## src/design/hhfl_pkg.sv

```systemverilog
// Package with the phase type, byte codes and key tables of the HTTP header field locator.
`default_nettype none
package hhfl_pkg;

  localparam int unsigned MaxPayloadDefault = 65535;
  localparam int unsigned PosW = 16;

  typedef enum logic [1:0] {
    PH_START = 2'd0,
    PH_KEY   = 2'd1,
    PH_VALUE = 2'd2,
    PH_DONE  = 2'd3
  } phase_t;

  localparam logic [7:0] ChCr    = 8'h0d;
  localparam logic [7:0] ChLf    = 8'h0a;
  localparam logic [7:0] ChSpace = 8'h20;
  localparam logic [7:0] ChColon = 8'h3a;
  localparam logic [7:0] ChZero  = 8'h30;
  localparam logic [7:0] ChNine  = 8'h39;

  localparam logic [1:0] MethodGet     = 2'd0;
  localparam logic [1:0] MethodUnknown = 2'd3;

  // Start tokens: 0 HTTP/1.1, 1 GET, 2 HEAD, 3 POST.
  function automatic logic [7:0] start_char(input logic [1:0] k, input logic [3:0] i);
    logic [63:0] s;
    case (k)
      2'd0: s = "HTTP/1.1";
      2'd1: s = {"GET", 40'd0};
      2'd2: s = {"HEAD", 32'd0};
      default: s = {"POST", 32'd0};
    endcase
    start_char = s[63 - 8 * i[2:0] -: 8];
  endfunction

  function automatic logic [3:0] start_len(input logic [1:0] k);
    case (k)
      2'd0: start_len = 4'd8;
      2'd1: start_len = 4'd3;
      default: start_len = 4'd4;
    endcase
  endfunction

  // Keys including the colon: 0 Host:, 1 User-Agent:, 2 Content-Type:.
  function automatic logic [7:0] key_char(input logic [1:0] k, input logic [3:0] i);
    logic [103:0] s;
    case (k)
      2'd0: s = {"Host:", 64'd0};
      2'd1: s = {"User-Agent:", 16'd0};
      default: s = "Content-Type:";
    endcase
    key_char = (i < 4'd13) ? s[103 - 8 * i -: 8] : 8'd0;
  endfunction

  function automatic logic [3:0] key_len(input logic [1:0] k);
    case (k)
      2'd0: key_len = 4'd5;
      2'd1: key_len = 4'd11;
      default: key_len = 4'd13;
    endcase
  endfunction

  typedef struct packed {
    logic       ok;
    logic       resp;
    logic [1:0] method;
    logic [15:0] status;
    logic [15:0] uri_off;
    logic [15:0] uri_len;
    logic [15:0] host_off;
    logic [15:0] host_len;
    logic [15:0] agent_off;
    logic [15:0] agent_len;
    logic [15:0] ctype_off;
    logic [15:0] ctype_len;
  } result_t;

endpackage
`default_nettype wire

```

## src/design/hhfl_scan.sv

```systemverilog
// Per-byte parser state: start line, header keys and value positions.
`default_nettype none
module hhfl_scan
  import hhfl_pkg::*;
#(
  parameter int unsigned MAX_PAYLOAD = MaxPayloadDefault
) (
  input  wire logic       clk,
  input  wire logic       rst_n,
  input  wire logic       step,
  input  wire logic [7:0] data_byte,
  input  wire logic       last_byte,
  output result_t         result
);

  logic [PosW-1:0] pos_r, pos_nxt;
  phase_t          phase_r, phase_nxt;
  logic            cr_r, cr_nxt, colon_r, colon_nxt;
  logic [1:0]      sp_r, sp_nxt;
  logic [3:0]      tok_r, tok_nxt;
  logic [3:0]      idx_r, idx_nxt;
  logic [15:0]     stat_r, stat_nxt;
  logic            dig_r, dig_nxt;
  logic [2:0]      key_r, key_nxt;
  logic [15:0]     vst_r, vst_nxt, vend_r, vend_nxt, sp1_r, sp1_nxt;
  logic            vseen_r, vseen_nxt;
  logic [15:0]     f_r [8];
  logic [15:0]     f_nxt [8];
  logic [3:0]      fl_r, fl_nxt;

  // Combinational update of the parser for one byte.
  always_comb begin
    logic        lf, sp, in_range;
    logic [1:0]  kind;
    logic [2:0]  hit;
    logic [15:0] vend;
    pos_nxt = pos_r; phase_nxt = phase_r; cr_nxt = cr_r; colon_nxt = colon_r;
    sp_nxt = sp_r; tok_nxt = tok_r; idx_nxt = idx_r; stat_nxt = stat_r; dig_nxt = dig_r;
    key_nxt = key_r; vst_nxt = vst_r; vend_nxt = vend_r; sp1_nxt = sp1_r;
    vseen_nxt = vseen_r; fl_nxt = fl_r;
    for (int i = 0; i < 8; i++) f_nxt[i] = f_r[i];
    lf = cr_r && (data_byte == ChLf);
    sp = data_byte == ChSpace;
    kind = MethodUnknown;
    hit = 3'd0;
    vend = vseen_r ? vend_r : pos_r - 16'd1;
    in_range = 32'(pos_r) < MAX_PAYLOAD;
    if (in_range) begin
      case (phase_r)
        PH_START: begin
          if (lf) begin
            if (sp_r == 2'd2 && (!fl_r[1] || dig_r)) begin
              fl_nxt[0] = 1'b1;
              if (fl_r[1]) begin
                f_nxt[0] = '0; f_nxt[1] = '0;
              end
              phase_nxt = PH_KEY;
              key_nxt = 3'b111; idx_nxt = '0; vst_nxt = '0; vseen_nxt = 1'b0; vend_nxt = '0;
            end else begin
              fl_nxt = '0; f_nxt[0] = '0; f_nxt[1] = '0;
              phase_nxt = PH_DONE;
            end
          end else if (sp) begin
            if (sp_r == 2'd0) begin
              for (int k = 3; k >= 1; k--)
                if (tok_r[k] && idx_r == start_len(2'(k))) kind = 2'(k - 1);
              if (tok_r[0] && idx_r == start_len(2'd0)) fl_nxt = 4'b0010;
              else fl_nxt = {kind, 2'b00};
              sp1_nxt = pos_r;
              f_nxt[0] = pos_r + 16'd1;
              idx_nxt = '0;
              sp_nxt = 2'd1;
            end else if (sp_r == 2'd1) begin
              f_nxt[1] = pos_r - sp1_r - 16'd1;
              sp_nxt = 2'd2;
            end
          end else if (sp_r == 2'd0) begin
            for (int k = 0; k < 4; k++)
              if (idx_r >= start_len(2'(k)) || start_char(2'(k), idx_r) != data_byte)
                tok_nxt[k] = 1'b0;
            if (idx_r != 4'd15) idx_nxt = idx_r + 4'd1;
          end else if (sp_r == 2'd1 && fl_r[1] && idx_r == 4'd0) begin
            if (data_byte >= ChZero && data_byte <= ChNine) begin
              stat_nxt = {stat_r[12:0], 3'b000} + {stat_r[14:0], 1'b0}
                         + {12'd0, data_byte[3:0]};
              dig_nxt = 1'b1;
            end else begin
              idx_nxt = 4'd1;
            end
          end
        end
        PH_KEY, PH_VALUE: begin
          if (lf) begin
            if (phase_r == PH_KEY) begin
              if (idx_r == 4'd1) phase_nxt = PH_DONE;
            end else begin
              for (int k = 0; k < 3; k++)
                if (key_r[k]) begin
                  f_nxt[2 + 2 * k] = vst_r;
                  f_nxt[3 + 2 * k] = vend - vst_r;
                end
              phase_nxt = PH_KEY;
            end
            key_nxt = 3'b111; idx_nxt = '0; vst_nxt = '0; vseen_nxt = 1'b0; vend_nxt = '0;
          end else if (phase_r == PH_KEY) begin
            if (colon_r && sp) begin
              for (int k = 0; k < 3; k++)
                if (key_r[k] && idx_r == key_len(2'(k))) hit = 3'(1 << k);
              key_nxt = hit;
              vst_nxt = pos_r + 16'd1;
              phase_nxt = PH_VALUE;
            end else begin
              for (int k = 0; k < 3; k++)
                if (idx_r >= key_len(2'(k)) || key_char(2'(k), idx_r) != data_byte)
                  key_nxt[k] = 1'b0;
              if (idx_r != 4'd15) idx_nxt = idx_r + 4'd1;
            end
          end else if (!vseen_r && colon_r && sp) begin
            vend_nxt = pos_r - 16'd1;
            vseen_nxt = 1'b1;
          end
        end
        default: ;
      endcase
      cr_nxt = data_byte == ChCr;
      if (phase_nxt != PH_START && phase_nxt != PH_DONE && !(lf))
        colon_nxt = data_byte == ChColon;
      else
        colon_nxt = 1'b0;
      if (phase_r != PH_START && phase_r != PH_DONE && lf) colon_nxt = 1'b0;
      pos_nxt = pos_r + 16'd1;
    end
    // Report, then return to the reset state.
    result = '0;
    if (phase_nxt != PH_START && fl_nxt[0]) begin
      result.ok = 1'b1;
      result.resp = fl_nxt[1];
      result.method = fl_nxt[1] ? MethodGet : fl_nxt[3:2];
      result.status = fl_nxt[1] ? stat_nxt : '0;
      result.uri_off = f_nxt[0];   result.uri_len = f_nxt[1];
      result.host_off = f_nxt[2];  result.host_len = f_nxt[3];
      result.agent_off = f_nxt[4]; result.agent_len = f_nxt[5];
      result.ctype_off = f_nxt[6]; result.ctype_len = f_nxt[7];
    end
  end

  // State registers; cleared at reset and at the end of each payload.
  always_ff @(posedge clk) begin
    if (!rst_n || (step && last_byte)) begin
      pos_r <= '0; phase_r <= PH_START; cr_r <= 1'b0; colon_r <= 1'b0; sp_r <= '0;
      tok_r <= 4'hf; idx_r <= '0; stat_r <= '0; dig_r <= 1'b0; key_r <= 3'b111;
      vst_r <= '0; vend_r <= '0; sp1_r <= '0; vseen_r <= 1'b0; fl_r <= '0;
      for (int i = 0; i < 8; i++) f_r[i] <= '0;
    end else if (step) begin
      pos_r <= pos_nxt; phase_r <= phase_nxt; cr_r <= cr_nxt; colon_r <= colon_nxt;
      sp_r <= sp_nxt; tok_r <= tok_nxt; idx_r <= idx_nxt; stat_r <= stat_nxt;
      dig_r <= dig_nxt; key_r <= key_nxt; vst_r <= vst_nxt; vend_r <= vend_nxt;
      sp1_r <= sp1_nxt; vseen_r <= vseen_nxt; fl_r <= fl_nxt;
      for (int i = 0; i < 8; i++) f_r[i] <= f_nxt[i];
    end
  end

`ifndef SYNTHESIS
  a_stat_zero_req: assert property (@(posedge clk) disable iff (!rst_n)
    !(result.ok && !result.resp) || result.status == 16'd0)
    else $error("status set on a request");
  a_resp_no_uri: assert property (@(posedge clk) disable iff (!rst_n)
    !result.resp || (result.uri_off == 16'd0 && result.uri_len == 16'd0))
    else $error("uri set on a response");
  a_done_keeps: assert property (@(posedge clk) disable iff (!rst_n)
    (phase_r == PH_DONE && !(step && last_byte)) |=> phase_r == PH_DONE)
    else $error("left done phase within payload");
`endif

endmodule
`default_nettype wire

```

## src/design/http_header_field_locator.sv

```systemverilog
// Top level of the HTTP header field locator: input register, parser and result register.
// Usage: payload bytes arrive on in_data_byte with in_last_byte marking the final byte;
// a transaction completes when in_valid is high and in_stall is low.
// Each accepted byte goes into an input register; the parser updates its state from
// that register, so one byte is taken every cycle, limited only by the output register.
// On the final byte a result transaction carrying offsets and lengths of the URI and
// the Host, User-Agent and Content-Type values is loaded into the result register and
// shown on the out_ ports when the parser takes that byte; other bytes give none.
// When the receiver raises out_stall the result is held; a final byte in the input
// register then waits behind it and in_stall rises while both are full.
// Synchronous reset (rst_n low) empties both registers and clears parser state;
// the parser also clears itself after every final byte, ready for a new payload.
`default_nettype none
module http_header_field_locator
  import hhfl_pkg::*;
#(
  parameter int unsigned MAX_PAYLOAD = MaxPayloadDefault
) (
  input  wire logic        clk,
  input  wire logic        rst_n,
  input  wire logic        in_valid,
  output logic             in_stall,
  input  wire logic [7:0]  in_data_byte,
  input  wire logic        in_last_byte,
  output logic             out_valid,
  input  wire logic        out_stall,
  output logic             out_parse_ok,
  output logic             out_resp_flag,
  output logic [1:0]       out_method_kind,
  output logic [15:0]      out_status_code,
  output logic [15:0]      out_uri_offset,
  output logic [15:0]      out_uri_length,
  output logic [15:0]      out_host_offset,
  output logic [15:0]      out_host_length,
  output logic [15:0]      out_agent_offset,
  output logic [15:0]      out_agent_length,
  output logic [15:0]      out_ctype_offset,
  output logic [15:0]      out_ctype_length
);

  logic       iv_r;
  logic [7:0] ib_r;
  logic       il_r;
  logic       ov_r;
  result_t    res_r, res;
  logic       step, out_free, in_take;

  // The parser advances when the held byte can move on.
  assign out_free = !ov_r || !out_stall;
  assign step     = iv_r && (!il_r || out_free);
  assign in_stall = iv_r && !step;
  assign in_take  = in_valid && !in_stall;

  hhfl_scan #(.MAX_PAYLOAD(MAX_PAYLOAD)) u_scan (
    .clk(clk), .rst_n(rst_n), .step(step),
    .data_byte(ib_r), .last_byte(il_r), .result(res)
  );

  // Input register.
  always_ff @(posedge clk) begin
    if (!rst_n) begin
      iv_r <= 1'b0;
    end else if (in_take) begin
      iv_r <= 1'b1;
    end else if (step) begin
      iv_r <= 1'b0;
    end
    if (in_take) begin
      ib_r <= in_data_byte;
      il_r <= in_last_byte;
    end
  end

  // Result register.
  always_ff @(posedge clk) begin
    if (!rst_n) begin
      ov_r <= 1'b0;
    end else if (step && il_r) begin
      ov_r <= 1'b1;
    end else if (!out_stall) begin
      ov_r <= 1'b0;
    end
    if (step && il_r) begin
      res_r <= res;
    end
  end

  assign out_valid        = ov_r;
  assign out_parse_ok     = res_r.ok;
  assign out_resp_flag    = res_r.resp;
  assign out_method_kind  = res_r.method;
  assign out_status_code  = res_r.status;
  assign out_uri_offset   = res_r.uri_off;
  assign out_uri_length   = res_r.uri_len;
  assign out_host_offset  = res_r.host_off;
  assign out_host_length  = res_r.host_len;
  assign out_agent_offset = res_r.agent_off;
  assign out_agent_length = res_r.agent_len;
  assign out_ctype_offset = res_r.ctype_off;
  assign out_ctype_length = res_r.ctype_len;

`ifndef SYNTHESIS
  a_hold_result: assert property (@(posedge clk) disable iff (!rst_n)
    (out_valid && out_stall) |=> out_valid && $stable(res_r))
    else $error("stalled result changed");
  a_no_overwrite: assert property (@(posedge clk) disable iff (!rst_n)
    (ov_r && out_stall) |-> !(step && il_r))
    else $error("result overwritten");
  a_stall_full: assert property (@(posedge clk) disable iff (!rst_n)
    in_stall |-> iv_r)
    else $error("stall with empty input register");
`endif

endmodule
`default_nettype wire

```

## config.mk

```make
export PLATFORM = sky130hd
export DESIGN_NAME = http_header_field_locator
export DESIGN_NICKNAME = d
export VERILOG_FILES = /design/src/design/hhfl_pkg.sv /design/src/design/hhfl_scan.sv /design/src/design/http_header_field_locator.sv
export SDC_FILE = /design/constraint.sdc
export NUM_CORES = 1
export LEC_CHECK = 0
export BUFFER_PORTS_ARGS = -buffer_cell sky130_fd_sc_hd__buf_2
export CORE_ASPECT_RATIO = 1.1
export CORE_MARGIN = 2
export CORE_UTILIZATION = 55
export CTS_CLUSTER_DIAMETER = 100
export DETAILED_ROUTE_END_ITERATION = 8
export PLACE_DENSITY = 0.7
export SLEW_MARGIN = 10
export SYNTH_ARGS = -nofsm -noshare
export SYNTH_HDL_FRONTEND = slang
export SYNTH_SLANG_ARGS = --single-unit
```

## constraint.sdc

```tcl
create_clock -name clk -period 9.9 [get_ports clk]
set_input_delay 1.98 -clock clk [delete_from_list [all_inputs] [get_ports clk]]
set_output_delay 1.98 -clock clk [all_outputs]
set_load 0.01 [all_outputs]
```

Word-level counts from Yosys, hierarchy flattened
Memory sizes are Yosys's and may differ from the RTL's.
Index checks and enable logic that the tools add are counted.
{ "classes": {"add_sub_neg": 10, "magnitude_cmp": 10, "n_eq_ne": 40, "shifts": 7, "mux": 199, "bitwise": 12, "n_reduce_logical": 70} }
{ "op_table": {"columns": ["op", "count"], "rows": [
  ["104-bit two-way mux", 15],
  ["64-bit two-way mux", 20],
  ["16-bit two-way mux", 28],
  ["111-bit by 33-bit variable part select with 8-bit output", 3],
  ["96-bit two-way mux", 3],
  ["71-bit by 33-bit variable part select with 8-bit output", 4],
  ["4-bit two-way mux", 70],
  ["32-bit two-way mux", 8],
  ["148-bit two-way mux", 1],
  ["128-bit two-way mux", 1],
  ["16-bit one-hot mux with 2 select lines", 2],
  ["7-bit AND reduction", 9],
  ["8-bit inequality test", 7],
  ["16-bit by 1-bit subtractor with 16-bit output (second input constant)", 2],
  ["16-bit subtractor", 2],
  ["2-bit two-way mux", 15],
  ["4-bit >= comparator", 6],
  ["1-bit logical AND", 24],
  ["8-bit two-way mux", 3],
  ["1-bit two-way mux", 22],
  ["3-bit two-way mux", 7],
  ["4-bit equality test", 5],
  ["16-bit by 1-bit adder with 16-bit output (second input constant)", 1],
  ["16-bit adder", 1],
  ["other kinds (39)", 89]
]} }
{ "totals": {"reg_bits": 262, "mem_bits_rw": 128, "elab_cells": 385, "mem_count": 1} }
{ "memory_table": {"columns": ["name", "depth", "width", "read_ports", "rd_clocked_by_memory_dff", "write_ports", "line", "rtl"], "rows": [
  ["u_scan.f_r", 8, 16, 8, 0, 8, "hhfl_scan.sv:27", "logic [15:0] f_r [8];"]
]} }

Depth between registers and ports, before layout
Gate-level depths: netlist (run 1).
{ "depth": {"word_depth": 20, "ltp_mapped": 16} }

Modules after synthesis
A second synthesis (run 1) with hierarchy kept.
{ "hier_totals": {"hier_cells": 2021, "hier_area_um2": 20129.3} }
{ "by_module_without_submodules": {"columns": ["module", "instances", "cells_per_inst", "area_each_um2"], "rows": [
  ["hhfl_scan", 1, 1853, 15319.7],
  ["http_header_field_locator", 1, 168, 4809.6]
]} }

Least setup slack after synthesis (run 1)
Ideal clock, no wire load.
{ "synth_path": {"path_kind": "in2reg", "start": "input out_stall", "end": "memory u_scan.f_r[3][0], in the netlist u_scan.f_r[0][48] (data pin)", "setup_ns": 0.266, "arrival_ns": 6.732, "slack_ns": 2.902, "path_stages": 8, "n_path_buf": 3, "path_cell_list": "nand2_1 and3_1 nor2b_1 clkbuf_1 nand2_1 clkbuf_1 clkbuf_1 nor2_1"} }
{ "synth_rtl": {"columns": ["item", "line", "rtl"], "rows": [
  ["start: declaration", "http_header_field_locator.sv:26", "input wire logic out_stall,"],
  ["end: declaration", "hhfl_scan.sv:27", null]
]} }

Final worst setup path (run 1)
{ "layout_path": {"start": "register u_scan.pos_r[1]", "end": "register res_r (netlist bit out_ctype_offset[4]) (data pin)"} }
{ "layout_between": {"elab_chain_len": 4, "elab_cells_between_ends": 6, "cone_classes": "1 x order compare; 3 x mux; 2 x reduce/logical"} }
{ "layout_rtl": {"columns": ["item", "line", "rtl"], "rows": [
  ["start: declaration", "hhfl_scan.sv:16", "logic [PosW-1:0] pos_r, pos_nxt;"],
  ["start signal: assignment", "hhfl_scan.sv:155", "pos_r <= pos_nxt; phase_r <= phase_nxt; cr_r <= cr_nxt; colon_r <= colon_nxt;"],
  ["16-bit less-than comparator (*)", "hhfl_scan.sv:47", "in_range = 32'(pos_r) < MAX_PAYLOAD;"],
  ["2-bit two-way mux", "hhfl_scan.sv:48", "if (in_range) begin"],
  ["2-bit nonzero test", "hhfl_scan.sv:135", "if (phase_nxt != PH_START && fl_nxt[0]) begin"],
  ["1-bit logical AND", "hhfl_scan.sv:135", null],
  ["end signal: assignment", "http_header_field_locator.sv:84", "res_r <= res;"],
  ["end: declaration", "http_header_field_locator.sv:45", "result_t res_r, res;"]
]} }
Mark *: on every way between the ends. The rest lies on a longest branch, timed or not.
A chain may end at the register's enable or synchronous reset.

==> run_results.csv, run 1 <==
group,metric,value,unit
global_route,grtUsageMet1,0.3561,
place,place.gp.congestion,0.9104,
cts,cts_tree,"built",
place,io_buffers,162,
routing,drc,0,
worst_setup_path,cp.arrival,4.73,ns
routing,post_drt_via_cell_ratio,5.890,
synthesis,synth_top_area_frac,0.4233,
sta,worst_pin_slew,1.202,ns
place,pre_cts_ws,4.850,ns
synthesis,synth_area_leaders,"edfxtp_1 (42%), dfxtp_1 (10%), nor2_1 (8.1%)",
final_layout,multi_input_area,8831,um^2
final_layout,fin_cells,2644,
pwr,sw_frac_of_total,0.2422,
sta,slew_viol_final,0,
routing,drtPass1Iterations,7,
synthesis,synth_edf_count,285,
final_layout,layout_commonest_cell,"nor2_1",
worst_setup_path,rrSetupSlack,5.41,ns
sta,skew,0.03010,ns
routing,routed_wl,50.17,mm
pwr,pwr_density_cell,163.9,nW/um^2
cts,clock-root-buffer,"clkbuf_16",
floorplan,ios,163,
sta,setup-violations-final,0,
worst_setup_path,start_kind,"flop",
worst_setup_path,crit_chain,"ha_1 > nand3_1 > nor4_2 > nand3_2 > nand2_1 > a2bb2oi_1 > or2_4 > buf_4 > nor2_1",
sta,relSlewSlack,0.1989,
cts,clock_latency,0.57,ns
final_layout,final_cell_mix,"nor2_1 (435), edfxtp_1 (285), buf_2 (162)",
final_layout,ff_latch_area,10660,um^2
global_route,grtUsageMet2,0.4291,
synthesis,synthFlopType,"edfxtp_1",
worst_setup_path,setup.worst_path.end_class,"flop",
pwr,seq_power_share,0.493,
pwr,combPwrFrac,0.088,
worst_setup_path,cp_max_fo,96,
synthesis,synth_cells,2025,
sta,hold_violations,0,
worst_setup_path,reg2reg_depth,9,
global_route,grt_usage,0.2591,
cts,h-tree-depth,2,
synthesis,yosysWarnings,0,
sta,clock.fmax,223.0,MHz
hold_path,holdPathStages,2,
global_route,grtUsageMet3,0.03444,
cts,cts_hold_buf,0,
job,drv_cap,0,
global_route,grt_pass1_wl,79.27,mm
synthesis,yosysSeqAreaShare,0.5273,
routing,vias,15570,
synthesis,post_synth.cell_area_avg,9.983,um^2
routing,drt-initial-drc-count,1428,
hold_path,min_path_type,"reg2reg",
pwr,intPower,0.002815,W
cts,clock-sinks,390,
global_route,grt_remaining_overflow,0,
worst_setup_path,r2r-start,"u_scan.pos_r[1]$_SDFFE_PP0P_",
final_layout,synthToLayoutAreaGrowth,12.16,%
final_layout,fill_cells,3005,
pwr,vdd_ir_drop_max,116.9,uV
sta,finalCriticalPeriod,4.485,ns
sta,finalCritPeriodShare,0.4531,
pwr,p_sw,0.0009000,W
synthesis,yosys.cell_types.count,88,
cts,cts_buffers,41,
final_layout,drive_above_1_share,0.1344,
floorplan,core-area,36170,um^2
floorplan,dieArea,38310,um^2
global_route,busiest_layer,"met2",
worst_setup_path,critPathKind,"reg2reg",
synthesis,synth_area,20220,um^2
sta,tns,0,ns
final_layout,diodes,0,
final_layout,final_net_count,2211,
floorplan,fp.dieW,186.8,um
run_status,outcome,"completed",
worst_setup_path,cpPeakStageDelay,0.83,ns
global_route,grt_max_degree,97,
worst_setup_path,cpMaxStageDelayCell,"buf_4",
routing,drtAntennaViolNets,0,
floorplan,start_util,0.5589,
routing,wl_per_cell,18.97,um
sta,rsz0062_at_grt,"false",
global_route,grt_pass1_vias,14530,
cts,post-cts-setup-buffer-count,0,
hold_path,min_to,"u_scan.stat_r[15]$_SDFFE_PP0P_",
cts,post_cts_resized,0,
cts,cts_buffer_depth,3,
sta,layout_setup_ws,5.415,ns
worst_setup_path,reg2reg_to,"out_ctype_offset[4]$_SDFFCE_PN0P_",
synthesis,ys_ff_latch,390,
synthesis,yosysTopAreaCell,"edfxtp_1",
floorplan,die_h,205.1,um
synthesis,async_reset_ff_frac,0,
floorplan,rows,73,
pwr,clkPwrFrac,0.419,
place,dp_hpwl,34.04,mm
worst_setup_path,cp.required,10.15,ns
synthesis,synth.net_count,2111,
hold_path,hp-start,"u_scan.stat_r[15]$_SDFFE_PP0P_",
global_route,antenna_found_initial,0,
pwr,p_leak,8.431,nW
place,placed_cells,2569,
cts,clk_pin_slew,0.06,ns
[through the flow]
step | area, um^2 | total power (W) | utilization | hold WS (ns)
floorplan | 20220 | 0.002096 | - | 0.4260
global placement | 21310 | 0.002181 | 0.5890 | 0.4445
detailed placement | 21310 | 0.002188 | 0.5890 | 0.4470
CTS | 22670 | 0.003736 | 0.6267 | 0.4553
global route | 22670 | 0.003833 | 0.6269 | 0.4853
finish | 22670 | 0.003715 | 0.6269 | 0.4561
[Yosys cell counts (all sizes together) (5+ instances only)]
library cell / count
nor2: 437
edfxtp: 285
a21oi: 158
nand2: 131
dfxtp: 105
clkbuf: 85
mux2i: 73
ha: 69
o21ai: 67
inv: 64
xnor2: 59
nand3: 43
buf: 39
xor2: 39
a22oi: 36
nor3: 28
nand4: 18
and2: 17
a211oi: 15
mux2: 15
or3: 15
a22o: 14
and3: 14
nand2b: 14
nor2b: 13
a21o: 12
o211ai: 11
o21a: 11
o31ai: 11
nor4: 10
a211o: 8
o22ai: 8
or4: 8
a31oi: 7
a21boi: 6
and4: 5
nor3b: 5
or2: 5
[cells by family after synthesis]
| kind of cell | share of synthesized area |
|---|---|
| adders and majority gates | 0.04667 |
| buffers and inverters | 0.03751 |
| DFF | 0.5273 |
| xor gates and xnor gates | 0.04246 |
| AOI/OAI and AO/OA | 0.1301 |
| and+or+nand+nor | 0.1714 |
| muxes | 0.04450 |
[critical path: cells and delay by family, from the launching register on]
kind	cells	cell delay, ns
simple gates	6	2.20
buf+inv	1	0.83
flops	1	0.51
fa+ha+maj	1	0.31
compound gates	1	0.23
[power groups by stage]
stage	logic [W]	clock network (W)	registers [W]
after floorplan	0.000229	0	0.00187
after global routing	0.000358	0.00164	0.00184
after global placement	0.000318	0	0.00186
after CTS	0.000325	0.00158	0.00183
after detailed placement	0.000323	0	0.00186
final	0.000327	0.00156	0.00183
[flip-flops by register name (all words and copies together), names as in the netlist, 3 cells and up]
register	count
u_scan.tok_r	4
u_scan.vend_r	16
u_scan.stat_r	16
u_scan.sp1_r	16
u_scan.vst_r	16
u_scan.fl_r	4
ib_r	8
u_scan.key_r	3
out_host_length	16
out_status_code	16
out_host_offset	16
out_ctype_offset	16
out_agent_offset	16
out_uri_length	16
u_scan.f_r	128
out_uri_offset	16
out_ctype_length	16
u_scan.idx_r	4
out_agent_length	16
u_scan.pos_r	16
[cell type report]
class | count | share of cell area
clock inverter | 28 | 0.01242
tap | 487 | 0.02687
multi-input combinational | 1443 | 0.3895
inverter | 68 | 0.01137
sequential | 390 | 0.4702
timing repair buffer | 181 | 0.04205
clock buffer | 47 | 0.04762
[worst max path at each step]
| stage | cells past startpoint | from | slack, ns | to |
|---|---|---|---|---|
| 2_1_floorplan | 8 | out_stall | 2.90 | u_scan.f_r[0][48]$_SDFFCE_PN0P_ |
| 3_3_place_gp | 7 | out_stall | 4.90 | u_scan.f_r[0][11]$_SDFFCE_PN0P_ |
| 3_5_place_dp | 7 | out_stall | 4.85 | u_scan.f_r[0][13]$_SDFFCE_PN0P_ |
| 4_1_cts | 4 | out_stall | 5.43 | in_stall |
| 5_1_grt | 9 | u_scan.pos_r[1]$_SDFFE_PP0P_ | 4.97 | out_ctype_offset[4]$_SDFFCE_PN0P_ |
| 6_report | 9 | u_scan.pos_r[1]$_SDFFE_PP0P_ | 5.41 | out_ctype_offset[4]$_SDFFCE_PN0P_ |
[metal layers]
layer	routed length, um	part of all wire	up-vias
li1	-	-	7429
met1	21890	0.44	7496
met2	23760	0.47	564
met3	3148	0.063	83
met4	1364	0.027	0
met5	0	0	-
Note: power is estimated with default switching activity, not from simulation.
==> inputs of run 2 (changes only) <==
- clock period: 9.9 -> 4.25 ns (I/O delays scaled with it)
==> run_results.csv, run 2 (same netlist as run 1, synthesis figures left out) <==
group,metric,value,unit
cts,clock-root-buffer,"clkbuf_16",
routing,drtPass1Iterations,6,
routing,met3_length,3.257,mm
floorplan,core-area,36170,um^2
pwr,p_sw,0.002054,W
worst_setup_path,cp.arrival,4.29,ns
routing,routed_wl,50.68,mm
sta,slew_viol_final,0,
routing,vias,15680,
place,io_buffers,162,
global_route,grt_max_degree,149,
job,drv_cap,0,
pwr,vdd_ir_drop_max,286.9,uV
pwr,clkPwrFrac,0.409,
sta,clock.fmax,249.9,MHz
global_route,antenna_found_initial,0,
cts,cts_buffer_depth,3,
floorplan,ios,163,
cts,cts_tree,"built",
place,dp_hpwl,34.50,mm
worst_setup_path,cp_top_family,"simple AND/OR/NAND/NOR gates",
cts,post_cts_resized,0,
final_layout,synthToLayoutAreaGrowth,13.44,%
sta,tns,0,ns
routing,topRoutingLayerUsed,"met4",
place,place.gp.congestion,0.9045,
routing,wl_per_cell,18.90,um
sta,hold_violations,0,
worst_setup_path,reg2reg_depth,13,
sta,rsz0062_at_grt,"false",
floorplan,die_h,205.1,um
pwr,pwr_density_cell,371.9,nW/um^2
worst_setup_path,cpPeakStageDelay,0.57,ns
place,place_area,21620,um^2
worst_setup_path,critPathKind,"reg2reg",
final_layout,diodes,0,
cts,cts_buffers,42,
final_layout,fill_cells,3043,
final_layout,final_net_count,2249,
run_status,outcome,"completed",
pwr,intPower,0.006474,W
floorplan,fp.dieW,186.8,um
worst_setup_path,cp_num_buf_inv,0,
worst_setup_path,start_kind,"flop",
floorplan,start_util,0.5589,
worst_setup_path,cp_max_fo,6,
pwr,seq_power_share,0.499,
sta,finalCritPeriodShare,0.9414,
routing,post_drt_via_cell_ratio,5.847,
final_layout,fin_area,22930,um^2
sta,setup-violations-final,0,
cts,h-tree-depth,2,
final_layout,layout_commonest_cell,"nor2_1",
worst_setup_path,cpMaxStageDelayCell,"or4_4",
global_route,grt_pass1_vias,14810,
final_layout,drive_above_1_share,0.1481,
global_route,grt_remaining_overflow,0,
global_route,grt_usage,0.2642,
sta,finalCriticalPeriod,4.001,ns
worst_setup_path,crit_chain,"or4_4 > or4_1 > or2_1 > nor4_2 > xor2_1 > mux2_2 > ha_1 > nand3_1 > a211oi_2 > nor2_1 > a311o_1 > mux2i_1 > nor2_1",
pwr,combPwrFrac,0.092,
routing,drtAntennaViolNets,0,
floorplan,dieArea,38310,um^2
final_layout,regMostFlops,"u_scan.f_r",
worst_setup_path,cp_common_cell,"nor2_1",
cts,clk_pin_slew,0.06,ns
sta,relSlewSlack,0.3776,
cts,post-cts-setup-buffer-count,0,
global_route,grt_pass1_wl,80.59,mm
routing,met1_length,22.26,mm
cts,clock_latency,0.56,ns
worst_setup_path,cp.depth,13,
worst_setup_path,cp.required,4.54,ns
pwr,p_leak,8.615,nW
sta,worst_pin_slew,0.9335,ns
worst_setup_path,setup.worst_path.end_class,"flop",
routing,drt-initial-drc-count,1284,
hold_path,min_path_type,"reg2reg",
cts,clock-sinks,390,
hold_path,holdPathStages,2,
pwr,sw_frac_of_total,0.2408,
final_layout,largest_reg_flops,128,
cts,cts_hold_buf,0,
routing,drc,0,
routing,wl_met2,23.63,mm
sta,skew,0.01874,ns
floorplan,rows,73,
final_layout,final_cell_mix,"nor2_1 (435), edfxtp_1 (285), buf_2 (162)",
-- run 2: cell count changes in the layout (fill, tap and decap cells not counted), sizes merged --
cell,previous run,this run
buf,181,218
clkinvlp,6,4
clkbuf,47,60
clkinv,20,12
bufinv,4,1
-- run 2: power by group through the flow --
stage	sequential [W]	clock (W)	combinational [W]
6_report	0.00425	0.00349	0.000783
5_1_grt	0.00427	0.00369	0.000859
4_1_cts	0.00425	0.00354	0.000780
3_5_place_dp	0.00433	0	0.000775
3_3_place_gp	0.00433	0	0.000765
2_1_floorplan	0.00434	0	0.000534
-- run 2: final timing paths --
check | to | from | slack, ns
max | out_host_length[14]$_SDFFCE_PN0P_ | u_scan.pos_r[2]$_SDFFE_PP0P_ | 0.25
min | u_scan.stat_r[15]$_SDFFE_PP0P_ | u_scan.stat_r[15]$_SDFFE_PP0P_ | 0.46
min reg2reg | u_scan.stat_r[15]$_SDFFE_PP0P_ | u_scan.stat_r[15]$_SDFFE_PP0P_ | 0.46
max reg2reg | out_host_length[14]$_SDFFCE_PN0P_ | u_scan.pos_r[2]$_SDFFE_PP0P_ | 0.25
-- run 2: routing by layer --
layer,global-route usage,vias up
li1,-,7499
met1,0.3667,7502
met2,0.4251,576
met3,0.03923,99
met4,0.09354,0
met5,0,-
-- run 2: cell type report --
type,instances,area [um^2],share of cell area
repair buffers,218,1269,0.05533
clock buffers,60,1170,0.05101
clock inverters,15,128.9,0.005620
multi-input cells,1443,8836,0.3853
well taps,487,609.3,0.02657
flip-flops and latches,390,10660,0.4649
inverters,68,259.0,0.01129
-- run 2: stage by stage --
step                cells  hold slack (ns)  worst slack, ns  total power (W)    util
finish               2681           0.4600           0.2489         0.008528  0.6340
CTS                  2681           0.4554          0.06531         0.008570  0.6337
detailed placement   2606           0.4536          0.08975         0.005109  0.5978
global route         2681           0.4579          0.01634         0.008819  0.6340
floorplan            2025           0.4260          0.02400         0.004876       -
global placement     2606           0.4385           0.2389         0.005095  0.5978
-- run 2: worst reg2reg max path, delay by kind of cell, from the launching register on --
kind	cells	cell delay, ns
XOR/XNOR	1	0.14
AO/OA/AOI/OAI	2	0.56
multiplexers	2	0.52
AND/OR/NAND/NOR	7	1.83
flip-flops	1	0.31
adder cells (fa/ha/maj)	1	0.38
